`config.mk`:
```
export PLATFORM = sky130hd
export DESIGN_NAME = tmps_queue
export DESIGN_NICKNAME = d
export VERILOG_FILES = /design/src/tmps_pkg.sv /design/src/tmps_queue.sv
export SDC_FILE = /design/constraint.sdc
export NUM_CORES = 1
export LEC_CHECK = 0
export BUFFER_PORTS_ARGS = -buffer_cell sky130_fd_sc_hd__buf_2
export CORE_UTILIZATION = 40
export CTS_BUF_LIST = sky130_fd_sc_hd__clkbuf_4
export CTS_CLUSTER_SIZE = 12
export DETAILED_ROUTE_END_ITERATION = 6
export GPL_TIMING_DRIVEN = 1
export MAX_ROUTING_LAYER = met4
export SETUP_SLACK_MARGIN = 0.05
export SLEW_MARGIN = 20
export SYNTH_ARGS = -nofsm -noshare
export SYNTH_HDL_FRONTEND = slang
export SYNTH_SLANG_ARGS = --single-unit
```
`constraint.sdc`:
```
create_clock -name clk -period 3.95 [get_ports clk]
set_input_delay 0.1975 -clock clk [delete_from_list [all_inputs] [get_ports clk]]
set_output_delay 0.1975 -clock clk [all_outputs]
set_load 0.02 [all_outputs]
```
`src/tmps_pkg.sv`:
```
// ----------------------------------------------------------------------------
// tmps_pkg: shared types and constants for the triangle min path sum block
// Field widths, default bounds and the element class passed front to back.
// ----------------------------------------------------------------------------
package tmps_pkg;

  localparam int VALUE_W      = 16;
  localparam int MIN_SUM_W    = 24;
  localparam int NUM_ROWS_W   = 9;
  localparam int MAX_ROWS_DEF = 256;
  localparam int QUEUE_DEPTH  = 2;

  // Position class of one element inside the triangle
  typedef enum logic [1:0] {
    KIND_FIRST_ROW,
    KIND_LEFT_EDGE,
    KIND_RIGHT_EDGE,
    KIND_INNER
  } tmps_kind_t;

  typedef struct packed {
    logic [VALUE_W-1:0] value;
    tmps_kind_t         kind;
    logic               last_row;
  } tmps_item_t;

  localparam int ITEM_W = $bits(tmps_item_t);

endpackage

```
`src/tmps_queue.sv`:
```
// ----------------------------------------------------------------------------
// tmps_queue: short FIFO between the intake and the update datapath
// Push and pop in the same cycle are allowed, so a full-rate stream passes.
// ----------------------------------------------------------------------------
module tmps_queue #(
  parameter int WIDTH = 8,
  parameter int DEPTH = tmps_pkg::QUEUE_DEPTH
) (
  input  logic             clk,
  input  logic             rst_n,
  input  logic             push_valid,
  output logic             push_ready,
  input  logic [WIDTH-1:0] push_data,
  output logic             pop_valid,
  input  logic             pop_ready,
  output logic [WIDTH-1:0] pop_data
);

  localparam int PW = (DEPTH > 1) ? $clog2(DEPTH) : 1;
  localparam int CW = $clog2(DEPTH + 1);

  logic [WIDTH-1:0] entry_r [DEPTH];
  logic [PW-1:0]    wr_ptr_r, wr_ptr_nxt;
  logic [PW-1:0]    rd_ptr_r, rd_ptr_nxt;
  logic [CW-1:0]    count_r, count_nxt;
  logic             do_push, do_pop;

  assign push_ready = count_r != CW'(DEPTH);
  assign pop_valid  = count_r != '0;
  assign pop_data   = entry_r[rd_ptr_r];
  assign do_push    = push_valid && push_ready;
  assign do_pop     = pop_valid && pop_ready;

  always_comb begin
    wr_ptr_nxt = wr_ptr_r;
    rd_ptr_nxt = rd_ptr_r;
    count_nxt  = count_r;
    if (do_push) begin
      wr_ptr_nxt = (wr_ptr_r == PW'(DEPTH - 1)) ? '0 : wr_ptr_r + PW'(1);
    end
    if (do_pop) begin
      rd_ptr_nxt = (rd_ptr_r == PW'(DEPTH - 1)) ? '0 : rd_ptr_r + PW'(1);
    end
    if (do_push && !do_pop) begin
      count_nxt = count_r + CW'(1);
    end else if (do_pop && !do_push) begin
      count_nxt = count_r - CW'(1);
    end
  end

  always_ff @(posedge clk) begin
    if (do_push) begin
      entry_r[wr_ptr_r] <= push_data;
    end
  end

  always_ff @(posedge clk) begin
    if (!rst_n) begin
      wr_ptr_r <= '0;
      rd_ptr_r <= '0;
      count_r  <= '0;
    end else begin
      wr_ptr_r <= wr_ptr_nxt;
      rd_ptr_r <= rd_ptr_nxt;
      count_r  <= count_nxt;
    end
  end

endmodule

```
==> results.ini <==
[worst_setup_path]
r2r_start=count_r[0]
reg2reg_to=count_r[1]
end_kind=primary output
reg2regPathDepth=5
r2r_slack_ns=2.38
startpoint_type=register
cp.required_ns=3.75
path_max_fanout=8
crit_type=reg -> out
cp_data_arrival_time_ns=1.41

[power_and_ir_drop]
p_per_area_nw_per_um2=630
ir_worst_vdd_mv=0.316
finalPower_mw=0.611
power.leakage_nw=0.386

[place]
pre_cts_slack_ns=2.39
hpwl_um=782
port_buffers=21
place.gp.congestion=0.846

[worst_hold_path]
hold_depth=1
holdCritStartpoint=push_data[2]
hold_class=in -> reg
hold-path-endpoint=entry_r[1][2]

[drt]
dr.pass1.iters=4
vias=454
wl_met2_um=505
detail_route.wirelength_um=1080
drc_errors=0
met3_length_um=57
first_iter_violations=11
highest_layer=met4
drtAntennaViolNets=0
viasPerCell=4.59
met1_length_um=501
post_drt_wl_per_cell_um=10.9

[logic_synthesis]
synthCells=50
synthesis.area_sq_um=810
syn_avg_cell_area_sq_um=16.2
synthDominantCellAreaShare_pct=59.4
ys_types=17
yosysWarningCount=0
ys_seq_elements=21
yosys-top-cells-area=edfxtp_1 (59%), dfxtp_1 (12%), mux2_2 (11%)
yosysSeqAreaShare_pct=71.7
synth_nets=63
synth_top_area_cell=edfxtp_1

[floorplan]
die_x_um=47.0
core_area_sq_um=1800
io_pins=22
rows=15
start_util_pct=44.9
die_h_um=47.0
dieArea_sq_um=2210

[sta]
worst_pin_slew_ns=0.392
hold_violations=0
period_share_pct=40.7
setup_viol=0
final.setup_skew_ns=0.00943
period_needed_ns=1.61
timing.fmax_mhz=622
whs_ns=0.0802
rsz0062_at_grt=false
setup_slack_ns=2.34
relSlewSlack_pct=73.9
fin_setup_tns_ns=0
maxSlewViolCount=0

[clocking]
clock-root-buffer=clkbuf_4
clk_pin_slew_ns=0.12
clock-sinks=21
cts_tree=yes
ctsHoldBuffers=0
clockBufferDepth=2
post_cts_resize_count=0
cts_made_buffers=3
postCtsSetupBuffers=0
cts-htree-levels=1
clk_latency_ns=0.29

[cells_and_area]
fillers=169
drive_gt1_share_pct=48.6
final_util_pct=53.9
diodes=0
syn_to_final_growth_pct=19.9
nets=88

[global_routing]
gr-usage-all-layers_pct=11.6
grt_pass1_wl_um=1620
grt_overflow=0
grt_max_degree=14
antenna_found_initial=0
grt_pass1_vias=390

[outcome]
status=completed

[run]
drv_cap=0

==> where the power goes <==
group	leakage, nW	internal, mW	switching (mW)
registers	0.191	0.280	0.0299
logic	0.181	0.0926	0.108
clock network	0.0139	0.0384	0.0621
total	0.386	0.411	0.200
==> Yosys cell counts (all sizes together) <==
| cell type | instances |
|---|---|
| a21bo | 1 |
| a21oi | 2 |
| and2 | 1 |
| and3 | 1 |
| buf | 1 |
| dfxtp | 5 |
| edfxtp | 16 |
| ha | 1 |
| inv | 2 |
| mux2 | 8 |
| nand2b | 1 |
| nand3b | 1 |
| nor2 | 3 |
| o21ai | 2 |
| or2 | 1 |
| or3 | 1 |
| xor2 | 3 |
==> routing by layer <==
metal	GRT usage [%]	vias up
li1	-	231
met5	-	-
met4	5.14	0
met2	16.9	15
met1	15.0	206
met3	3.46	2
==> layout by cell type (no fill, tap or decap) <==
master / n
o21ai_0: 2
or3_1: 1
ha_1: 1
or2_2: 1
buf_2: 21
mux2_2: 8
and2_1: 1
nor2_1: 3
nand2b_4: 1
edfxtp_1: 16
xor2_1: 3
a21oi_1: 2
inv_1: 2
clkbuf_4: 3
nand3b_1: 1
clkinvlp_4: 1
and3_1: 1
dfxtp_1: 5
a21bo_2: 1
==> sequential cells by signal (all words and copies together) (netlist names), named ones only <==
register,count
count_r,2
rd_ptr_r,1
entry_r,16
wr_ptr_r,1
==> final cells by class <==
cell class | count | area (sq um) | share of cell area [%]
sequential | 21 | 581 | 59.8
multi-input combinational | 26 | 216 | 22.3
timing repair buffer | 21 | 105 | 10.8
tap | 25 | 31.3 | 3.22
clock buffer | 3 | 22.5 | 2.32
clock inverter | 1 | 7.51 | 0.773
inverter | 2 | 7.51 | 0.773
==> through the flow <==
step,cell area [sq um],std cells
global placement,941,95
global route,971,99
floorplan,810,50
finish,971,99
CTS,971,99
detailed placement,941,95
==> worst max-delay path, cell delays in order (launching register included) <==
cell     delay, ns
dfxtp_1       0.57
mux2_2        0.39
buf_2         0.16
==> worst max-delay path by stage <==
stage	slack, ns	start	cells after the start	to
2_1_floorplan	2.43	count_r[0]	5	count_r[1]
3_3_place_gp	2.43	count_r[0]	5	count_r[1]
3_5_place_dp	2.39	count_r[0]	4	count_r[1]
4_1_cts	2.31	register	2	pop_data[7]
5_1_grt	2.22	count_r[0]	4	count_r[1]
6_report	2.34	register	2	pop_data[3]
==> logic make-up after synthesis <==
kind of cell	Yosys count	synth area share, %
compound gates	5	3.71
mux	8	11.1
fa+ha+maj	1	1.55
xor+xnor	3	3.25
buf+inv	3	1.55
flops	21	71.7
simple gates	9	7.11
Power figures use the tool's default switching activity.
