===== src/tmps_ram.sv =====
// ----------------------------------------------------------------------------
// tmps_ram: generic simple dual-port RAM
// One write port, one read port, registered read (old data on collision).
// ----------------------------------------------------------------------------
module tmps_ram #(
  parameter int WIDTH = 8,
  parameter int DEPTH = 16,
  parameter int AW    = (DEPTH > 1) ? $clog2(DEPTH) : 1
) (
  input  logic             clk,
  input  logic             we,
  input  logic [AW-1:0]    waddr,
  input  logic [WIDTH-1:0] wdata,
  input  logic [AW-1:0]    raddr,
  output logic [WIDTH-1:0] rdata
);

  logic [WIDTH-1:0] mem [DEPTH];
  logic [WIDTH-1:0] rdata_r;

  always_ff @(posedge clk) begin
    if (we) begin
      mem[waddr] <= wdata;
    end
    rdata_r <= mem[raddr];
  end

  assign rdata = rdata_r;

endmodule


===== config.mk =====
export PLATFORM = sky130hd
export DESIGN_NAME = tmps_ram
export DESIGN_NICKNAME = d
export VERILOG_FILES = /design/src/tmps_ram.sv
export SDC_FILE = /design/constraint.sdc
export NUM_CORES = 1
export LEC_CHECK = 0
export BUFFER_PORTS_ARGS = -buffer_cell sky130_fd_sc_hd__buf_2
export CELL_PAD_IN_SITES_DETAIL_PLACEMENT = 1
export CELL_PAD_IN_SITES_GLOBAL_PLACEMENT = 1
export CORE_ASPECT_RATIO = 1.1
export CORE_UTILIZATION = 50
export DETAILED_ROUTE_END_ITERATION = 10
export PLACE_DENSITY = 0.86
export RECOVER_POWER = 100
export SLEW_MARGIN = 20
export SYNTH_ARGS = -nofsm -noshare
export SYNTH_HDL_FRONTEND = slang
export SYNTH_SLANG_ARGS = --single-unit

===== constraint.sdc =====
create_clock -name clk -period 2.6 [get_ports clk]
set_clock_uncertainty 0.2 [all_clocks]
set_input_delay 0.39 -clock clk [delete_from_list [all_inputs] [get_ports clk]]
set_output_delay 0.39 -clock clk [all_outputs]
set_load 0.02 [all_outputs]

==> results of run 1 <==
-- flip-flops by register name, summed over array words and instances (netlist names) --
signal  flops
mem       128
rdata       8
-- worst max-delay path: stages --
cell and delay (ns):
clkbuf_1 0.10, or3b_2 0.53, nor3_1 0.26, clkbuf_1 0.46
-- through the flow --
step | instance area (um2) | utilization, % | instances
2_1_floorplan | 5147 | - | 229
3_3_place_gp | 5497 | 55.31 | 382
3_5_place_dp | 5497 | 55.31 | 382
4_1_cts | 6103 | 61.42 | 414
5_1_grt | 6020 | 60.58 | 414
6_report | 6020 | 60.58 | 414
-- routing by layer --
layer,GRT usage [%],vias up,wire length [um]
met2,37.71,77,5644
li1,-,1081,-
met3,5.301,11,465
met5,0,-,0
met4,8.955,0,147
met1,28.90,1333,4607
-- final cells by class --
type / count / area, um2 / share of cell area [%]
flip-flops and latches: 136 / 4004 / 66.51
multi-input cells: 83 / 1057 / 17.56
clock buffers: 21 / 429.2 / 7.130
repair buffers: 43 / 201.4 / 3.346
clock inverters: 11 / 177.7 / 2.952
well taps: 120 / 150.1 / 2.494
-- synth_stat cells --
| cell | n |
|---|---|
| and2b_1 | 1 |
| nand2b_1 | 2 |
| clkdlybuf4s25_2 | 3 |
| nor2b_1 | 1 |
| mux4_2 | 18 |
| buf_2 | 3 |
| edfxtp_1 | 128 |
| and2_1 | 1 |
| nand3_1 | 1 |
| a22oi_1 | 16 |
| buf_6 | 3 |
| buf_4 | 1 |
| nor3_1 | 4 |
| nand2_1 | 9 |
| nand3b_1 | 2 |
| or3b_2 | 1 |
| dfxtp_1 | 8 |
| nor2_1 | 13 |
| mux4_1 | 14 |
-- worst max-delay path by stage --
stage,to,cells after the start
after detailed placement,rdata[2]$_DFF_P_,5
after floorplan,mem[0][0]$_DFFE_PP_,2
after global placement,rdata[1]$_DFF_P_,5
after global routing,mem[0][7]$_DFFE_PP_,4
after CTS,rdata[7],1
final,mem[0][7]$_DFFE_PP_,4
-- kinds of logic after synthesis --
family / Yosys count
buf+inv: 10
mux: 32
simple gates: 35
flops: 136
compound gates: 16
-- power groups by stage --
stage	Clock, mW	Combinational, mW	Sequential [mW]
floorplan	0	0.124	2.53
global placement	0	0.231	2.51
detailed placement	0	0.247	2.51
CTS	2.50	0.251	2.47
global route	2.58	0.253	2.47
finish	2.47	0.236	2.47
==> impl_metrics.env, run 1 <==
export IMPL_synth_seq_cells=136
export IMPL_final_cell_mix="edfxtp_1, clkbuf_1, mux4_2"
export IMPL_whs_ns=0.2219
export IMPL_finalCritPeriodShare_pct=69.20
export IMPL_antenna_found_initial=0
export IMPL_finalCriticalPeriod_ns=1.799
export IMPL_layout_commonest_cell="edfxtp_1"
export IMPL_synth_compound_area_share_pct=2.333
export IMPL_cts_resized=0
export IMPL_final_setup_viol_count=0
export IMPL_p_switching_mw=0.9904
export IMPL_post_place_ws_ns=0.5298
export IMPL_fin_tns_setup_ns=0
export IMPL_cts_root_buf="clkbuf_8"
export IMPL_grt_start_max_net_pins=33
export IMPL_p_seq_share_pct=47.8
export IMPL_num_antenna_cells=0
export IMPL_cp_data_arrival_time_ns=1.75
export IMPL_rsz0062_at_grt="no"
export IMPL_avgSynthCellArea_um2=22.48
export IMPL_vias_per_cell=6.043
export IMPL_rows=38
export IMPL_avgRoutedWirePerCell_um=26.24
export IMPL_powerDensity_mw_per_mm2=859.0
export IMPL_gp_congestion=0.7296
export IMPL_cts_max_level=4
export IMPL_clkTransAtPathRegs_ns=0.06
export IMPL_numCtsBuffers=17
export IMPL_netlist_area_mm2=0.005147
export IMPL_syn_num_nets=247
export IMPL_setup_ws_ns=0.8008
export IMPL_clk_path_buf_depth=2
export IMPL_drv_slew=0
export IMPL_seq_area_frac_synth_pct=77.78
export IMPL_p_leak_nw=1.975
export IMPL_r2r_start="mem[1][1]$_DFFE_PP_"
export IMPL_grt_ovfl_total=0
export IMPL_synth_area_leader_cell="edfxtp_1"
export IMPL_track_usage_pct=22.57
export IMPL_area_delta_synth_final_pct=16.94
export IMPL_relSlewSlack_pct=50.00
export IMPL_ir_drop_mv=0.4630
export IMPL_worstHoldStart="wdata[3]"
export IMPL_synth_top_area_share_pct=74.67
export IMPL_switching_share_pct=19.15
export IMPL_port_buffers=25
export IMPL_synth_top_family_by_area="multiplexers"
export IMPL_dr_first_iter_drc_count=160
export IMPL_final_hold_viol_count=0
export IMPL_drive_gt1_share_pct=18.03
export IMPL_grt_pass1_vias=2681
export IMPL_clock_latency_ns=0.52
export IMPL_ff2ff_path_depth=3
export IMPL_path_class="input port to flip-flop"
export IMPL_ant_nets=0
export IMPL_pin_count=26
export IMPL_synthXorXnorAreaFrac_pct=0
export IMPL_postCtsSetupRepairBufs=0
export IMPL_synth_fa_ha_area_share_pct=0
export IMPL_cp_startpoint="waddr[2]"
export IMPL_yosys_warnings=0
export IMPL_hold_path_end="mem[7][3]$_DFFE_PP_"
export IMPL_ctsHoldBuffers=0
export IMPL_wirelength_um=10860
export IMPL_timing_fmax_ghz=0.5558
export IMPL_synth_area_leaders="edfxtp_1, mux4_2, mux4_1"
export IMPL_cp_required_ns=2.55
export IMPL_coreArea_mm2=0.009937
export IMPL_maxCapViolations=0
export IMPL_hpwlAfterDp_um=7024
export IMPL_dieArea_mm2=0.01070
export IMPL_fillerInstances=830
export IMPL_outcome="complete, no violations"
export IMPL_synth_simple_area_share_pct=3.184
export IMPL_clock_power_share_pct=47.7
export IMPL_ff2ff_setup_slack_ns=0.98
export IMPL_holdPathStages=1
export IMPL_nNetsFinal=299
export IMPL_synthMuxAreaShare_pct=15.02
export IMPL_power_mw=5.171
export IMPL_combPwrFrac_pct=4.6
export IMPL_synthCells=229
export IMPL_tightest_slew_ns=0.7500
export IMPL_grt_pass1_wl_um=16390
export IMPL_dieWidth_um=98.74
export IMPL_p_int_mw=4.181
export IMPL_crit_path_end_kind="flip-flop"
export IMPL_dr_total_vias=2502
export IMPL_cts_tree="yes"
export IMPL_synthDistinctLibCells=19
export IMPL_fp_dieH_um=108.4
export IMPL_clkSinkCount=136
export IMPL_path_max_fanout=8
export IMPL_drc_errors=0
export IMPL_hp_class="input port to flip-flop"
export IMPL_r2r_end="rdata[1]$_DFF_P_"
export IMPL_initial_core_util_pct=51.80
export IMPL_firstDrtPassIters=4
export IMPL_cp_start_kind="input port"
(Power assumes the default switching activity.)
==> run 2: changes to the inputs <==
CORE_UTILIZATION = 48   (was 50)
clock period = 1.55 ns   (was 2.6 ns; I/O delays follow)
==> run 2 against run 1 <==
  * Power grew 62%
  * First-iteration DRC count is 7.5% higher
  * Worst setup slack got worse by 0.78 ns
  * Cell area up 3.2%
  * Register-to-register slack worse by 0.96 ns
  * Sequential share of layout area shrank 2.1 points
  * Sequential power rose by 68%
  * Clock power rose by 54%
  * Critical path type is now flip-flop to flip-flop
  * Critical endpoint is now rdata[7]$_DFF_P_
==> impl_metrics.env, run 2 (same netlist as run 1, synthesis figures left out) <==
export IMPL_clk_path_buf_depth=2
export IMPL_timing_fmax_ghz=0.6553
export IMPL_p_switching_mw=1.749
export IMPL_dr_total_vias=2475
export IMPL_relSlewSlack_pct=42.94
export IMPL_final_setup_viol_count=0
export IMPL_outcome="complete, no violations"
export IMPL_cpMaxStageDelayCell="mux4_2"
export IMPL_track_usage_pct=21.94
export IMPL_hpwlAfterDp_um=7064
export IMPL_layout_commonest_cell="edfxtp_1"
export IMPL_clock_power_share_pct=45.4
export IMPL_dr_wl_met2_um=5600
export IMPL_finalCriticalPeriod_ns=1.526
export IMPL_multi_input_area_mm2=0.001089
export IMPL_firstDrtPassIters=4
export IMPL_clock_latency_ns=0.42
export IMPL_place_inst=412
export IMPL_cp_top_family="multiplexers"
export IMPL_crit_path_end_kind="flip-flop"
export IMPL_crit_path_max_incr_delay_ns=0.52
export IMPL_top_register="mem"
export IMPL_finalCritPeriodShare_pct=98.46
export IMPL_fillerInstances=911
export IMPL_hp_class="input port to flip-flop"
export IMPL_vias_per_cell=5.512
export IMPL_cts_max_level=4
export IMPL_clkSinkCount=136
export IMPL_wirelength_um=10820
export IMPL_path_class="flip-flop to flip-flop"
export IMPL_drc_errors=0
export IMPL_num_antenna_cells=0
export IMPL_drive_gt1_share_pct=28.10
export IMPL_pin_count=26
export IMPL_grt_start_max_net_pins=26
export IMPL_final_cell_mix="edfxtp_1, clkbuf_1, mux4_2"
export IMPL_cts_root_buf="clkbuf_16"
export IMPL_tightest_slew_ns=0.8527
export IMPL_dr_first_iter_drc_count=172
export IMPL_powerDensity_mw_per_mm2=1352
export IMPL_dieArea_mm2=0.01114
export IMPL_layoutNonFillerInstCount=449
export IMPL_seqCellArea_mm2=0.004004
export IMPL_cp_required_ns=1.64
export IMPL_largest_register_ffs=128
export IMPL_worst_path_buf_inv=0
export IMPL_coreArea_mm2=0.01039
export IMPL_grt_ovfl_total=0
export IMPL_antenna_found_initial=0
export IMPL_ant_nets=0
export IMPL_initial_core_util_pct=49.52
export IMPL_drv_slew=0
export IMPL_area_delta_synth_final_pct=20.66
export IMPL_gp_congestion=0.7116
export IMPL_switching_share_pct=20.83
export IMPL_whs_ns=0.1652
export IMPL_avgRoutedWirePerCell_um=24.10
export IMPL_cp_start_kind="flip-flop"
export IMPL_cp_cell_sequence="mux4_2 > a22oi_2 > nand2_1"
export IMPL_path_max_fanout=1
export IMPL_dieWidth_um=100.7
export IMPL_final_hold_viol_count=0
export IMPL_wl_met3_um=430
export IMPL_p_seq_share_pct=49.4
export IMPL_numCtsBuffers=17
export IMPL_grt_pass1_vias=2782
export IMPL_p_int_mw=6.647
export IMPL_ir_drop_mv=1.086
export IMPL_grt_pass1_wl_um=16540
export IMPL_cts_tree="yes"
export IMPL_nNetsFinal=311
export IMPL_maxCapViolations=0
export IMPL_cp_data_arrival_time_ns=1.62
export IMPL_rsz0062_at_grt="yes"
export IMPL_port_buffers=25
export IMPL_p_leak_nw=2.087
export IMPL_rows=39
export IMPL_clkTransAtPathRegs_ns=0.06
export IMPL_fp_dieH_um=110.6
export IMPL_combPwrFrac_pct=5.2
export IMPL_top_layer="met4"
export IMPL_wl_met1_um=4561
run 2: cell count changes in the layout (fill, tap and decap cells not counted), moves of 2 or more:
cell            change
buf_12              +3
a22oi_1             -8
buf_2               +2
buf_4               +4
mux4_1              -3
bufinv_16           -3
clkinv_4            +3
a22oi_2             +8
clkinvlp_4          +3
mux4_2              +3
clkbuf_2           +11
dlymetal6s2s_1      +2
clkbuf_1           -17
dlygate4sd3_1       +5
run 2: layer usage:
layer / up-vias / GRT usage [%]
met4: 0 / 10.34
met5: - / 0
met3: 20 / 6.203
li1: 1094 / -
met1: 1295 / 28.38
met2: 66 / 34.38
run 2: metrics by stage:
step / setup TNS [ns] / power (mW) / setup WS, ns / instance area, um2 / utilization, %
floorplan: -0.1129 / 4.451 / -0.01897 / 5186 / -
global placement: -2.833 / 4.633 / -0.2565 / 5684 / 54.69
detailed placement: -5.513 / 4.664 / -0.2888 / 5684 / 54.69
CTS: 0 / 8.459 / 0.002357 / 6304 / 60.65
global route: -0.0005581 / 8.613 / -0.0005581 / 6211 / 59.76
finish: 0 / 8.397 / 0.02389 / 6211 / 59.76
run 2: power by group through the flow:
stage,registers [mW],logic [mW],clock network [mW]
floorplan,4.24,0.215,0
global placement,4.21,0.422,0
detailed placement,4.22,0.443,0
CTS,4.15,0.456,3.86
global route,4.15,0.475,3.98
finish,4.15,0.440,3.81
run 2: layout make-up:
cell class,instances,area share (%)
flip-flops and latches,136,64.46
multi-input cells,83,17.53
clock buffers,19,6.970
repair buffers,55,6.044
well taps,143,2.881
clock inverters,13,2.115
run 2: final timing paths:
kind,to,cells after the start,slack [ns],from
worst min register to register,rdata[1]$_DFF_P_,3,0.48,mem[7][1]$_DFFE_PP_
worst min-delay path,mem[0][4]$_DFFE_PP_,1,0.17,wdata[4]
worst max-delay path,rdata[7]$_DFF_P_,3,0.02,mem[3][7]$_DFFE_PP_
worst max register to register,rdata[7]$_DFF_P_,3,0.02,mem[3][7]$_DFFE_PP_
run 2: what timing repair did:
| item | in CTS | in global routing |
|---|---|---|
| setup buffers | 0 | 0 |
| gates resized for setup | 1 | 10 |
| hold buffers | 5 | 0 |
| pin swaps | 1 | 1 |
| hold endpoints to repair | 65 | 0 |
| endpoints found under the setup margin | 1 | 8 |
==> run 3: changes to the inputs <==
==> constraint.sdc (replaced) <==
create_clock -name clk -period 1.55 [get_ports clk]
set_clock_uncertainty 0.2 [all_clocks]
set_input_delay 0.155 -clock clk [delete_from_list [all_inputs] [get_ports clk]]
set_output_delay 0.155 -clock clk [all_outputs]
set_load 0.02 [all_outputs]
==> run 3 against run 2 <==
  * Non-clock buffer count up 8
  * Wire length is 13% higher
  * Highest routed layer unchanged
  * Cell count rose by 1.8%
==> impl_metrics.env, run 3 (same netlist as run 1, synthesis figures left out) <==
export IMPL_cp_data_arrival_time_ns=1.61
export IMPL_relSlewSlack_pct=34.18
export IMPL_firstDrtPassIters=4
export IMPL_maxCapViolations=0
export IMPL_initial_core_util_pct=49.52
export IMPL_path_class="flip-flop to flip-flop"
export IMPL_avgRoutedWirePerCell_um=26.70
export IMPL_clock_latency_ns=0.42
export IMPL_grt_pass1_vias=2904
export IMPL_track_usage_pct=24.30
export IMPL_setup_ws_ns=0.03242
export IMPL_dr_first_iter_drc_count=227
export IMPL_nNetsFinal=319
export IMPL_hold_path_end="rdata[3]$_DFF_P_"
export IMPL_worstHoldStart="raddr[2]"
export IMPL_fillerInstances=898
export IMPL_area_delta_synth_final_pct=24.38
export IMPL_wirelength_um=12200
export IMPL_cp_start_kind="flip-flop"
export IMPL_num_antenna_cells=0
export IMPL_postCtsSetupRepairBufs=0
export IMPL_grt_met3_usage_pct=5.633
export IMPL_p_leak_nw=2.151
export IMPL_cp_required_ns=1.64
export IMPL_clock_power_share_pct=53.1
export IMPL_drv_slew=0
export IMPL_ff2ff_path_depth=3
export IMPL_final_area_mm2=0.006402
export IMPL_grt_busiest_layer="met2"
export IMPL_p_seq_share_pct=42.3
export IMPL_largest_register_ffs=128
export IMPL_cts_tree="yes"
export IMPL_whs_ns=0.1367
export IMPL_powerDensity_mw_per_mm2=1532
export IMPL_clk_path_buf_depth=2
export IMPL_place_area_mm2=0.005620
export IMPL_r2r_end="rdata[5]$_DFF_P_"
export IMPL_outcome="complete, no violations"
export IMPL_final_cell_mix="edfxtp_1, mux4_2, clkbuf_1"
export IMPL_rsz0062_at_grt="yes"
export IMPL_hpwlAfterDp_um=7359
export IMPL_finalCritPeriodShare_pct=97.91
export IMPL_ant_nets=0
export IMPL_path_max_fanout=1
export IMPL_drc_errors=0
export IMPL_pin_count=26
export IMPL_tightest_slew_ns=0.9837
export IMPL_drive_gt1_share_pct=30.57
export IMPL_dieArea_mm2=0.01114
export IMPL_grt_util_met1_pct=30.85
export IMPL_p_switching_mw=1.821
export IMPL_layout_commonest_cell="edfxtp_1"
export IMPL_cts_max_level=4
export IMPL_gp_congestion=0.7936
export IMPL_port_buffers=25
export IMPL_antenna_found_initial=0
export IMPL_cts_root_buf="clkbuf_16"
export IMPL_dr_total_vias=2600
export IMPL_rows=39
export IMPL_top_register="mem"
export IMPL_final_hold_viol_count=0
export IMPL_holdPathStages=4
export IMPL_combPwrFrac_pct=4.7
export IMPL_crit_path_end_kind="flip-flop"
export IMPL_clkTransAtPathRegs_ns=0.06
export IMPL_power_mw=9.807
export IMPL_clkSinkCount=136
export IMPL_dieWidth_um=100.7
export IMPL_grt_use_met2_pct=39.82
export IMPL_switching_share_pct=18.57
export IMPL_numCtsBuffers=17
export IMPL_timing_fmax_ghz=0.6589
export IMPL_hp_class="input port to flip-flop"
export IMPL_final_setup_viol_count=0
export IMPL_p_int_mw=7.986
export IMPL_coreArea_mm2=0.01039
export IMPL_grt_pass1_wl_um=18360
export IMPL_post_place_ws_ns=-0.2435
export IMPL_ir_drop_mv=0.8976
export IMPL_fp_dieH_um=110.6
export IMPL_grt_ovfl_total=0
export IMPL_r2r_start="mem[3][5]$_DFFE_PP_"
export IMPL_vias_per_cell=5.689
export IMPL_ff2ff_setup_slack_ns=0.03
export IMPL_finalCriticalPeriod_ns=1.518
export IMPL_grt_start_max_net_pins=22
-- run 3: cell types whose count changed in the layout (fill, tap and decap cells not counted), sizes merged --
cell / previous run / this run
buf: 17 / 20
bufinv: 2 / 9
clkbuf: 50 / 56
clkinv: 8 / 0
clkinvlp: 3 / 1
dlygate4sd3: 5 / 8
dlymetal6s2s: 2 / 0
inv: 0 / 1
-- run 3: cell type report --
cell class	count	area, um2	area share (%)
multi-input cells	83	1075	16.79
clock buffers	21	480.5	7.504
clock inverters	11	286.5	4.475
repair buffers	63	377.9	5.902
flip-flops and latches	136	4004	62.54
well taps	143	178.9	2.795
-- run 3: power groups by stage --
stage	Sequential, mW	Combinational (mW)	Clock, mW
global route	4.15	0.489	5.38
global placement	4.21	0.412	0
floorplan	4.24	0.209	0
CTS	4.14	0.471	5.27
detailed placement	4.22	0.436	0
finish	4.15	0.457	5.20
-- run 3: worst max path at each step --
stage,startpoint,endpoint,slack [ns]
floorplan,waddr[2],mem[3][0]$_DFFE_PP_,-0.07
global placement,raddr[0],rdata[1]$_DFF_P_,-0.19
detailed placement,raddr[0],rdata[5]$_DFF_P_,-0.24
CTS,mem[11][5]$_DFFE_PP_,rdata[5]$_DFF_P_,0.007
global route,mem[3][6]$_DFFE_PP_,rdata[6]$_DFF_P_,-0.02
finish,mem[3][5]$_DFFE_PP_,rdata[5]$_DFF_P_,0.03
-- run 3: critical path, stage by stage (launching register included) --
cell,delay (ns)
edfxtp_1,0.37
mux4_2,0.52
a22oi_2,0.21
nand2_1,0.10
-- run 3: per-stage QoR --
stage,setup TNS (ns),cells,util [%]
after floorplan,-2.143,229,-
after global placement,-3.645,417,54.07
after detailed placement,-5.541,417,54.07
after CTS,0,457,62.36
after global routing,-0.05285,457,61.60
final,0,457,61.60
-- run 3: what timing repair did --
item | CTS | global route
endpoints found under the setup margin | 5 | 7
resized for setup | 8 | 6
hold endpoints to repair | 128 | 0
hold buffers | 8 | 0
pin swaps | 2 | 4
-- run 3: layer usage --
layer	routed length, um	part of all wire [%]
met2	6402	52
met1	4979	41
met4	299	2.5
met3	522	4.3
met5	0	0
