$ cat config.mk
export PLATFORM = sky130hd
export DESIGN_NAME = tmps_front
export DESIGN_NICKNAME = d
export VERILOG_FILES = /design/src/tmps_pkg.sv /design/src/tmps_front.sv
export SDC_FILE = /design/constraint.sdc
export NUM_CORES = 1
export LEC_CHECK = 0
export BUFFER_PORTS_ARGS = -buffer_cell sky130_fd_sc_hd__buf_2
export CORE_MARGIN = 1.5
export CORE_UTILIZATION = 35
export DETAILED_ROUTE_END_ITERATION = 7
export GPL_TIMING_DRIVEN = 0
export SLEW_MARGIN = 40
export SYNTH_ARGS = -nofsm -noshare
export SYNTH_HDL_FRONTEND = slang
export SYNTH_SLANG_ARGS = --single-unit
$ cat constraint.sdc
create_clock -name clk -period 4.1 [get_ports clk]
set_input_delay 0.82 -clock clk [delete_from_list [all_inputs] [get_ports clk]]
set_output_delay 0.82 -clock clk [all_outputs]
set_load 0.02 [all_outputs]
$ cat src/tmps_pkg.sv
// ----------------------------------------------------------------------------
// tmps_pkg: shared types and constants for the triangle min path sum block
// Field widths, default bounds and the element class passed front to back.
// ----------------------------------------------------------------------------
package tmps_pkg;

  localparam int VALUE_W      = 16;
  localparam int MIN_SUM_W    = 24;
  localparam int NUM_ROWS_W   = 9;
  localparam int MAX_ROWS_DEF = 256;
  localparam int QUEUE_DEPTH  = 2;

  // Position class of one element inside the triangle
  typedef enum logic [1:0] {
    KIND_FIRST_ROW,
    KIND_LEFT_EDGE,
    KIND_RIGHT_EDGE,
    KIND_INNER
  } tmps_kind_t;

  typedef struct packed {
    logic [VALUE_W-1:0] value;
    tmps_kind_t         kind;
    logic               last_row;
  } tmps_item_t;

  localparam int ITEM_W = $bits(tmps_item_t);

endpackage

$ cat src/tmps_front.sv
// ----------------------------------------------------------------------------
// tmps_front: element intake and classification
// Tracks row/column of the next element, tags each with its position class,
// last-row flag and storage slot, and pushes it into the queue.
// ----------------------------------------------------------------------------
module tmps_front #(
  parameter int MAX_ROWS = tmps_pkg::MAX_ROWS_DEF,
  parameter int IDX_W    = (MAX_ROWS > 1) ? $clog2(MAX_ROWS) : 1
) (
  input  logic                            clk,
  input  logic                            rst_n,
  input  logic [tmps_pkg::NUM_ROWS_W-1:0] num_rows,
  input  logic                            in_valid,
  output logic                            in_ready,
  input  logic [tmps_pkg::VALUE_W-1:0]    in_value,
  output logic                            push_valid,
  input  logic                            push_ready,
  output tmps_pkg::tmps_item_t            push_item,
  output logic [IDX_W-1:0]                push_slot
);
  import tmps_pkg::*;

  localparam int MR_W  = $clog2(MAX_ROWS + 1);
  localparam int CMP_W = (MR_W > NUM_ROWS_W) ? MR_W : NUM_ROWS_W;

  logic [IDX_W-1:0] row_r, row_nxt;
  logic [IDX_W-1:0] col_r, col_nxt;
  logic [CMP_W-1:0] nr_ext, eff_rows;
  logic             last_row, row_end, accept;
  tmps_kind_t       kind;

  assign nr_ext = CMP_W'(num_rows);

  always_comb begin
    if (nr_ext == '0) begin
      eff_rows = CMP_W'(1);
    end else if (nr_ext > CMP_W'(MAX_ROWS)) begin
      eff_rows = CMP_W'(MAX_ROWS);
    end else begin
      eff_rows = nr_ext;
    end
  end

  assign last_row = (CMP_W'(row_r) + CMP_W'(1)) >= eff_rows;
  assign row_end  = col_r >= row_r;

  always_comb begin
    if (row_r == '0) begin
      kind = KIND_FIRST_ROW;
    end else if (col_r == '0) begin
      kind = KIND_LEFT_EDGE;
    end else if (row_end) begin
      kind = KIND_RIGHT_EDGE;
    end else begin
      kind = KIND_INNER;
    end
  end

  assign in_ready   = push_ready;
  assign push_valid = in_valid;
  assign accept     = in_valid && push_ready;

  assign push_item.value    = in_value;
  assign push_item.kind     = kind;
  assign push_item.last_row = last_row;
  assign push_slot          = col_r;

  always_comb begin
    row_nxt = row_r;
    col_nxt = col_r;
    if (accept) begin
      if (row_end) begin
        col_nxt = '0;
        row_nxt = last_row ? '0 : row_r + IDX_W'(1);
      end else begin
        col_nxt = col_r + IDX_W'(1);
      end
    end
  end

  always_ff @(posedge clk) begin
    if (!rst_n) begin
      row_r <= '0;
      col_r <= '0;
    end else begin
      row_r <= row_nxt;
      col_r <= col_nxt;
    end
  end

endmodule

==> results of run 1 <==
tightest hold or removal path, stage by stage, from the launching register on:
cell	delay, ns
sky130_fd_sc_hd__dfxtp_1	0.34
sky130_fd_sc_hd__nand3_1	0.07
sky130_fd_sc_hd__o21ai_0	0.07
through the flow:
step | area [um2] | instances | hold WS (ns) | setup slack (ns) | power [W]
after floorplan | 1540 | 189 | 0.509 | 1.03 | 0.000236
after global placement | 1810 | 279 | 0.526 | 0.603 | 0.000263
after detailed placement | 1810 | 279 | 0.528 | 0.624 | 0.000264
after CTS | 1850 | 282 | 0.535 | 0.526 | 0.000386
after global routing | 1850 | 282 | 0.549 | 0.316 | 0.000405
final | 1850 | 282 | 0.529 | 0.519 | 0.000385
power groups by stage:
stage	clock [W]	sequential, W	combinational, W
after floorplan	0	0.000162	0.0000737
after global placement	0	0.000163	0.0000997
after CTS	0.000126	0.000159	0.000101
after detailed placement	0	0.000163	0.000101
final	0.000126	0.000159	0.000100
after global routing	0.000135	0.000160	0.000110
layout by cell type, fill, tap and decap left out, types with 2 or more instances in the layout:
| master | synthesis | final |
|---|---|---|
| sky130_fd_sc_hd__buf_2 | 2 | 42 |
| sky130_fd_sc_hd__o221ai_1 | 2 | 2 |
| sky130_fd_sc_hd__buf_4 | 19 | 19 |
| sky130_fd_sc_hd__nand4_1 | 3 | 3 |
| sky130_fd_sc_hd__nor2_1 | 14 | 14 |
| sky130_fd_sc_hd__xnor2_1 | 7 | 7 |
| sky130_fd_sc_hd__o22ai_1 | 5 | 5 |
| sky130_fd_sc_hd__xor2_1 | 3 | 3 |
| sky130_fd_sc_hd__nor3_1 | 4 | 4 |
| sky130_fd_sc_hd__o21a_1 | 2 | 2 |
| sky130_fd_sc_hd__nor4_1 | 3 | 3 |
| sky130_fd_sc_hd__nand2_1 | 20 | 20 |
| sky130_fd_sc_hd__a21oi_1 | 6 | 6 |
| sky130_fd_sc_hd__inv_1 | 12 | 12 |
| sky130_fd_sc_hd__clkbuf_8 | 0 | 3 |
| sky130_fd_sc_hd__dfxtp_1 | 16 | 16 |
| sky130_fd_sc_hd__ha_1 | 21 | 21 |
| sky130_fd_sc_hd__nand3_1 | 19 | 19 |
| sky130_fd_sc_hd__o211ai_1 | 2 | 2 |
| sky130_fd_sc_hd__o21ai_2 | 2 | 2 |
| sky130_fd_sc_hd__o21ai_0 | 3 | 3 |
flip-flops by register name, summed over array words and instances (netlist names):
register and cells:
row_r 8, push_slot 8
worst paths after layout:
check | from | cells after the start | slack (ns) | endpoint
hold / removal | push_slot[0] | 2 | 0.53 | push_slot[0]
setup reg to reg | row_r[0] | 10 | 1.33 | row_r[6]
hold reg to reg | push_slot[0] | 2 | 0.53 | push_slot[0]
setup / recovery | row_r[0] | 11 | 0.52 | push_item[0]
cells by family (layout without fill, tap and decap cells):
kind of cell / count (synthesis) / count (layout)
and+or+nand+nor: 75 / 75
buffers and inverters: 35 / 78
AOI/OAI and AO/OA: 32 / 32
adders and majority gates: 21 / 21
DFF: 16 / 16
xor gates and xnor gates: 10 / 10
per-layer routing:
metal	global-route usage (%)	vias up	routed length, um
li1	-	750	-
met1	17.4	651	1580
met2	24.3	41	1620
met3	3.20	5	170
met4	2.61	0	21
met5	0	-	0
cell type report:
cell class	count	area, um2
buffer	22	164
clock buffer	3	41.3
fill	428	2270
inverter	13	48.8
multi-input combinational	138	1010
sequential	16	320
tap	50	62.6
timing repair buffer	40	200
==> run_results.csv, run 1 <==
group,metric,value,unit
outcome,outcome,"finished clean",
power_and_ir_drop,ir_worst_vdd,0.106,mV
worst_setup_path,critPathSlowestCell,"sky130_fd_sc_hd__a211oi_2",
synthesis,synth-edff-count,0,
sta,timing.clock.skew,0.00478,ns
place,place.port_buffers,40,
routing,wl_per_cell,12.0,um
final_layout,layout-drive-gt1-share,34.1,%
sta,final_clock_period_utilization_by_the_worst_path,87.3,%
final_layout,syn_to_final_growth,19.7,%
floorplanning,num_rows,23,
cts,post-cts-setup-buffers,0,
final_layout,final_nets,284,
floorplanning,die_area,0.00482,mm2
sta,maxSlewViolCount,0,
routing,dr_total_vias,1447,
power_and_ir_drop,p_int,0.000268,W
run,max_cap_violations,0,
cts,cts-buffers-inserted,3,
final_layout,n_antenna_cell,0,
synthesis,yosys-top-cells-count,"sky130_fd_sc_hd__ha_1 (21), sky130_fd_sc_hd__nand2_1 (20), sky130_fd_sc_hd__buf_4 (19), sky130_fd_sc_hd__nand3_1 (19), sky130_fd_sc_hd__dfxtp_1 (16)",
global_route,largest_net_degree_at_the_start_of_global_routing,11,
sta,setup_violations,0,
routing,detail_route.iter0.violations,33,
routing,drt_wl_total,3.40,mm
worst_setup_path,crit_family,"adder cells",
floorplanning,floorplan.initialDensity,37.5,%
sta,finalHoldViolCount,0,
worst_setup_path,cp_cell_sequence,"ha_1 -> nand2_1 -> nor2_1 -> xnor2_1 -> ha_1 -> a21oi_1 -> nor2_1 -> a211oi_2 -> nand2_1 -> buf_4 -> buf_2",
synthesis,biggest_area_contributors_in_the_synthesized_netlist,"sky130_fd_sc_hd__dfxtp_1 (21%), sky130_fd_sc_hd__ha_1 (17%), sky130_fd_sc_hd__buf_4 (9.2%)",
power_and_ir_drop,p_clk_share,32.7,%
synthesis,postSynth.topFlopCell,"sky130_fd_sc_hd__dfxtp_1",
routing,drtPass1Iterations,4,
cts,worst_skew_pair_latency,0.26,ns
worst_setup_path,worstPathMaxFanout,6,
synthesis,synth.lib_cells_used.distinct,44,
sta,worstMarginPinSlew,0.521,ns
global_route,global_route.overflow_total,0,
power_and_ir_drop,p_seq_share,41.3,%
cts,cts_hold_repair.buffers,0,
floorplanning,top_level_ports,58,
worst_setup_path,crit_arrival,2.76,ns
synthesis,synth-warning-count,0,
synthesis,post_synthesis_net_count,239,
cts,cts_tree,"done",
synthesis,post_synth_mux_area_share,0,%
synthesis,yosysSeqAreaShare,20.7,%
synthesis,share_of_synthesized_flip_flops_with_an_asynchronous_set_or_reset,0,%
cts,cts_buffer_depth,2,
final_layout,final_util,44.9,%
synthesis,synthDominantCellAreaShare,20.7,%
routing,drcViolationCount,0,
synthesis,dominant_combinational_cell_family_by_area_after_synthesis,"simple AND/OR/NAND/NOR gates",
cts,clock_tree.htree_level_count,1,
synthesis,postSynthAreaPerCell,8.17,um2
sta,rsz0062_at_grt,"no",
worst_setup_path,timing.critical_path.to_type,"output port",
place,detailed_place_hpwl,2.76,mm
floorplanning,die_width,69.4,um
global_route,grt_pass1_vias,1268,
power_and_ir_drop,cellPowerDensity,208,mW/mm2
worst_setup_path,startpoint_type,"flip-flop",
power_and_ir_drop,p_sw,0.000117,W
synthesis,post-synth-top-area-cell,"sky130_fd_sc_hd__dfxtp_1",
global_route,grt_first_pass_wirelength,5.58,mm
worst_setup_path,critical_path_class,"reg2out",
cts,clk_transition_reported_paths,0.07,ns
worst_setup_path,worstPathRequired,3.28,ns
synthesis,yosys.area_share.simple,24.8,%
synthesis,synth_most_common_cell,"sky130_fd_sc_hd__ha_1",
floorplanning,die_h,69.4,um
synthesis,synth_seq_cells,16,
worst_setup_path,delay_of_the_slowest_cell_on_the_worst_path,0.42,ns
sta,relSlewSlack,65.2,%
cts,cts_repair_resize_count,0,
place,place_congestion,0.824,
power_and_ir_drop,p_sw_share,30.4,%
global_route,grt_antenna_before_repair,0,
cts,clkSinkCount,16,
routing,ant_nets,0,
routing,post_drt_via_cell_ratio,5.13,
power_and_ir_drop,comb_power_share,26.0,%
sta,fmaxAchievable,0.279,GHz
cts,ctsRootBufferMaster,"sky130_fd_sc_hd__clkbuf_8",
synthesis,syn_area,0.00154,mm2
sta,fin_setup_tns,0,ns
global_route,global_route.usage.total,13.8,%
power_and_ir_drop,power.leakage,0.849,nW
synthesis,yosys.area_share.xor_xnor,5.67,%
hold_path,hold_path.class,"reg2reg",
synthesis,syn-instance-count,189,
sta,shortest_period_the_worst_path_allows,3.58,ns
synthesis,share_of_the_synthesized_area_in_compound_gates_ao_oa_aoi_oai,18.0,%
floorplanning,placeableCoreArea,0.00412,mm2
worst_setup_path,number_of_buffers_and_inverters_on_the_critical_path,2,
synthesis,synth_adder_area_share,17.0,%
Note: power is estimated with default switching activity, not from simulation.
==> run 2: changes to the inputs <==
- ABC_CLOCK_PERIOD_IN_PS: default -> 4100
- PLACE_DENSITY: default -> 0.58
- SKIP_LAST_GASP: default -> 1
==> run 2 against run 1 <==
Compared with the run above: global-route usage shrank 0.11 points; sequential cell count is the same; sequential share of layout area shrank 0.13 points; combinational power is essentially flat; critical endpoint unchanged; largest power group unchanged; highest routed layer unchanged.
==> run_results.csv, run 2 (synthesized netlist as in run 1, its figures left out) <==
group,metric,value,unit
outcome,outcome,"finished clean",
final_layout,n_antenna_cell,0,
worst_setup_path,number_of_buffers_and_inverters_on_the_critical_path,2,
place,detailed_place_hpwl,2.78,mm
sta,holdWs,0.549,ns
worst_setup_path,critPathSlowestCell,"sky130_fd_sc_hd__dfxtp_1",
worst_setup_path,startpoint_type,"flip-flop",
sta,maxSlewViolCount,0,
floorplanning,placeableCoreArea,0.00412,mm2
final_layout,final_cell_mix,"sky130_fd_sc_hd__buf_2 (42), sky130_fd_sc_hd__ha_1 (21), sky130_fd_sc_hd__nand2_1 (20)",
cts,clock_tree.htree_level_count,1,
routing,drcViolationCount,0,
worst_setup_path,crit_family,"adder cells",
sta,fin_setup_tns,0,ns
sta,finalHoldViolCount,0,
sta,rsz0062_at_grt,"no",
floorplanning,die_h,69.4,um
sta,final_clock_period_utilization_by_the_worst_path,86.8,%
worst_setup_path,cp_cell_sequence,"ha_1 -> nand2_1 -> nor2_1 -> xnor2_1 -> ha_1 -> a21oi_1 -> nor2_1 -> a211oi_2 -> nand2_1 -> buf_4 -> buf_2",
worst_setup_path,critical_path_class,"reg2out",
global_route,grt_pass1_vias,1245,
cts,cts_repair_resize_count,0,
sta,relSlewSlack,67.1,%
floorplanning,die_area,0.00482,mm2
global_route,grt_first_pass_wirelength,5.52,mm
worst_setup_path,crit_arrival,2.74,ns
cts,ctsRootBufferMaster,"sky130_fd_sc_hd__clkbuf_8",
global_route,largest_net_degree_at_the_start_of_global_routing,11,
global_route,grt_antenna_before_repair,0,
floorplanning,top_level_ports,58,
routing,ant_nets,0,
final_layout,fillers,436,
final_layout,final_nets,284,
routing,dr_total_vias,1396,
sta,worstMarginPinSlew,0.493,ns
cts,cts_tree,"done",
worst_setup_path,timing.critical_path.to_type,"output port",
worst_setup_path,delay_of_the_slowest_cell_on_the_worst_path,0.42,ns
cts,cts_buffer_depth,2,
place,place.port_buffers,40,
cts,cts-buffers-inserted,3,
sta,timing.clock.skew,0.00427,ns
final_layout,layout-drive-gt1-share,34.3,%
global_route,grt_met1_usage,19.0,%
floorplanning,floorplan.initialDensity,37.5,%
global_route,globalRouteMet3Util,3.05,%
global_route,routing_layer_with_the_top_usage_in_global_route,"met2",
sta,shortest_period_the_worst_path_allows,3.56,ns
floorplanning,num_rows,23,
floorplanning,die_width,69.4,um
place,place_congestion,0.827,
final_layout,syn_to_final_growth,20.6,%
global_route,global_route.overflow_total,0,
power_and_ir_drop,power.leakage,0.856,nW
sta,fmaxAchievable,0.281,GHz
routing,post_drt_via_cell_ratio,4.93,
global_route,global_route.usage.total,13.7,%
routing,detail_route.iter0.violations,73,
cts,worst_skew_pair_latency,0.25,ns
sta,setup_violations,0,
routing,wl_per_cell,11.9,um
worst_setup_path,worstPathMaxFanout,6,
cts,clk_transition_reported_paths,0.07,ns
worst_setup_path,worstPathRequired,3.28,ns
routing,drt_wl_total,3.37,mm
global_route,gr-usage-met2,22.0,%
power_and_ir_drop,ir_worst_vdd,0.190,mV
cts,clkSinkCount,16,
routing,drtPass1Iterations,4,
run,max_cap_violations,0,
cts,cts_hold_repair.buffers,0,
power_and_ir_drop,cellPowerDensity,217,mW/mm2
cts,post-cts-setup-buffers,0,
hold_path,hold_path.class,"reg2reg",
final_layout,final_common_cell,"sky130_fd_sc_hd__buf_2",
-- run 2: layer usage --
| layer | vias to the layer above | share of wire, % | routed length, um |
|---|---|---|---|
| met1 | 616 | 48 | 1620 |
| met4 | 0 | 0.50 | 17 |
| met5 | - | 0 | 0 |
| met3 | 2 | 4.8 | 163 |
| li1 | 742 | - | - |
| met2 | 36 | 47 | 1570 |
-- run 2: per-stage QoR --
stage	utilization (%)	cells	power [W]	setup slack, ns	area, um2
final	45.2	283	0.000405	0.540	1860
after global routing	45.2	283	0.000425	0.359	1860
after CTS	45.2	283	0.000408	0.510	1860
after detailed placement	43.9	279	0.000264	0.601	1810
after global placement	43.9	279	0.000263	0.601	1810
after floorplan	-	189	0.000236	1.03	1540
-- run 2: final cells by class --
class                   count  area, um2  share of cell area [%]
multi-input cells         138       1010                    54.3
flip-flops and latches     16        320                    17.2
repair buffers             40        200                    10.8
plain buffers              22        164                    8.80
well taps                  50       62.6                    3.36
clock buffers               4       55.1                    2.96
inverters                  13       48.8                    2.62
-- run 2: report_power, final --
group          total (W)  internal (W)  switching [W]
Clock           0.000145     0.0000853      0.0000597
Sequential      0.000159      0.000157     0.00000219
Combinational   0.000100     0.0000456      0.0000548
Total           0.000405      0.000288       0.000117
-- run 2: path summary, 6_finish.rpt --
check	start	end	slack, ns	cells after the start
setup reg to reg	row_r[0]	row_r[6]	1.34	10
hold / removal	push_slot[0]	push_slot[0]	0.55	2
hold reg to reg	push_slot[0]	push_slot[0]	0.55	2
setup / recovery	row_r[0]	push_item[0]	0.54	11
-- run 2: worst register-to-register path: stages, from the launching register on --
cell                       delay (ns)
sky130_fd_sc_hd__dfxtp_1         0.42
sky130_fd_sc_hd__ha_1            0.30
sky130_fd_sc_hd__nand2_1         0.11
sky130_fd_sc_hd__nor2_1          0.22
sky130_fd_sc_hd__xnor2_1         0.16
sky130_fd_sc_hd__ha_1            0.26
sky130_fd_sc_hd__a21oi_1         0.15
sky130_fd_sc_hd__nor2_1          0.07
sky130_fd_sc_hd__a211oi_2        0.41
sky130_fd_sc_hd__nand4_2         0.31
sky130_fd_sc_hd__o221ai_1        0.27
==> run 3: changes to the inputs <==
- CORE_MARGIN: 1.5 -> default
==> run 3 against run 2 <==
Compared with the run above: non-clock buffer count is the same; sequential share of layout area up 0.13 points; total power decreased by 6.2%; register-to-register slack barely moved; die area is 2.9% lower; clock-buffer cell count shrank 1; core utilization is 0.33 points lower; worst setup slack lost 0.015 ns; global-route usage increased by 2.1 points; largest cell class unchanged; hold slack worse by 0.0048 ns.
==> run_results.csv, run 3 (synthesized netlist as in run 1, its figures left out) <==
group,metric,value,unit
sta,fmaxAchievable,0.280,GHz
place,place_congestion,0.820,
sta,fin_setup_tns,0,ns
sta,timing.clock.skew,0.00741,ns
final_layout,final-seq-area,320,um2
final_layout,fillers,444,
power_and_ir_drop,power.leakage,0.849,nW
floorplanning,die_h,68.4,um
routing,drtPass1Iterations,4,
worst_setup_path,ff2ff_setup_slack,1.33,ns
routing,wl_per_cell,12.2,um
worst_setup_path,startpoint,"row_r[0]",
worst_setup_path,worstPathMaxFanout,6,
cts,clkSinkCount,16,
sta,final_clock_period_utilization_by_the_worst_path,87.2,%
cts,post-cts-setup-buffers,0,
global_route,grt_first_pass_wirelength,5.38,mm
place,placedCellCount,279,
power_and_ir_drop,ir_worst_vdd,0.112,mV
global_route,grt_pass1_vias,1147,
sta,worstMarginPinSlew,0.481,ns
sta,holdWs,0.545,ns
cts,clock_tree.htree_level_count,1,
routing,detail_route.iter0.violations,40,
cts,clk_transition_reported_paths,0.07,ns
routing,dr_total_vias,1438,
routing,ant_nets,0,
final_layout,syn_to_final_growth,19.7,%
worst_setup_path,r2r-start,"row_r[0]",
worst_setup_path,crit-reg2reg-capture,"row_r[6]",
sta,shortest_period_the_worst_path_allows,3.58,ns
worst_setup_path,worstPathRequired,3.28,ns
place,detailed_place_hpwl,2.82,mm
floorplanning,top_level_ports,58,
worst_setup_path,reg2reg_depth,10,
cts,cts_buffer_depth,2,
global_route,global_route.usage.total,15.9,%
sta,relSlewSlack,67.9,%
hold_path,hold_path.class,"reg2reg",
cts,cts_tree,"done",
sta,maxSlewViolCount,0,
final_layout,layout-drive-gt1-share,34.1,%
outcome,outcome,"finished clean",
floorplanning,die_width,68.4,um
routing,drt_wl_total,3.45,mm
worst_setup_path,critical_path_class,"reg2out",
cts,cts_hold_repair.buffers,0,
final_layout,final_util,44.9,%
floorplanning,num_rows,23,
sta,setup_violations,0,
final_layout,final_instance_count_excl_fillers,282,
worst_setup_path,timing.critical_path.to_type,"output port",
routing,post_drt_via_cell_ratio,5.10,
place,place.port_buffers,40,
worst_setup_path,crit_arrival,2.76,ns
final_layout,final_common_cell,"sky130_fd_sc_hd__buf_2",
final_layout,final_cell_mix,"sky130_fd_sc_hd__buf_2 (42), sky130_fd_sc_hd__ha_1 (21), sky130_fd_sc_hd__nand2_1 (20)",
power_and_ir_drop,cellPowerDensity,205,mW/mm2
run,max_cap_violations,0,
power_and_ir_drop,fin_total_pwr,0.000380,W
worst_setup_path,startpoint_type,"flip-flop",
sta,finalHoldViolCount,0,
global_route,largest_net_degree_at_the_start_of_global_routing,11,
global_route,grt_antenna_before_repair,0,
cts,ctsRootBufferMaster,"sky130_fd_sc_hd__clkbuf_8",
cts,cts_repair_resize_count,0,
sta,rsz0062_at_grt,"no",
floorplanning,floorplan.initialDensity,37.5,%
final_layout,multi_input_comb_area,0.00101,mm2
floorplanning,die_area,0.00468,mm2
cts,worst_skew_pair_latency,0.25,ns
final_layout,n_antenna_cell,0,
floorplanning,placeableCoreArea,0.00412,mm2
final_layout,final_nets,284,
worst_setup_path,cp-endpoint,"push_item[0]",
cts,cts-buffers-inserted,3,
global_route,global_route.overflow_total,0,
routing,drcViolationCount,0,
-- run 3: worst min-delay path by stage --
stage	startpoint	endpoint	slack, ns	cells after the start
detailed placement	push_slot[0]	push_slot[0]	0.54	2
floorplan	row_r[1]	row_r[1]	0.51	2
CTS	push_slot[0]	push_slot[0]	0.55	2
finish	push_slot[0]	push_slot[0]	0.54	2
global route	push_slot[0]	push_slot[0]	0.58	2
global placement	push_slot[0]	push_slot[0]	0.53	2
-- run 3: layout make-up --
cell class / instances / share of cell area, %
Sequential cell: 16 / 17.3
Inverter: 13 / 2.64
Clock buffer: 3 / 2.23
Tap cell: 50 / 3.39
Multi-Input combinational cell: 138 / 54.7
Timing Repair Buffer: 40 / 10.8
Buffer: 22 / 8.87
-- run 3: critical path: stages (launching register included) --
cell	delay, ns
sky130_fd_sc_hd__dfxtp_1	0.41
sky130_fd_sc_hd__ha_1	0.29
sky130_fd_sc_hd__nand2_1	0.10
sky130_fd_sc_hd__nor2_1	0.23
sky130_fd_sc_hd__xnor2_1	0.17
sky130_fd_sc_hd__ha_1	0.27
sky130_fd_sc_hd__a21oi_1	0.16
sky130_fd_sc_hd__nor2_1	0.08
sky130_fd_sc_hd__a211oi_2	0.40
sky130_fd_sc_hd__nand2_1	0.10
sky130_fd_sc_hd__buf_4	0.15
sky130_fd_sc_hd__buf_2	0.14
-- run 3: through the flow --
stage,setup WS (ns),area (um2)
3_5_place_dp,0.610,1810
6_report,0.525,1850
3_3_place_gp,0.606,1810
2_1_floorplan,1.03,1540
5_1_grt,0.326,1850
4_1_cts,0.465,1850
-- run 3: metal layers --
metal	GRT usage, %	wire length [um]	vias to the layer above
li1	-	-	743
met1	20.4	1590	655
met2	25.7	1660	36
met3	3.50	153	4
met4	5.47	47	0
met5	0	0	-
-- run 3: power by group --
group / total, W / internal (W) / switching [W]
sequential: 0.000159 / 0.000157 / 0.00000210
combinational: 0.0000999 / 0.0000456 / 0.0000543
clock: 0.000120 / 0.0000653 / 0.0000550
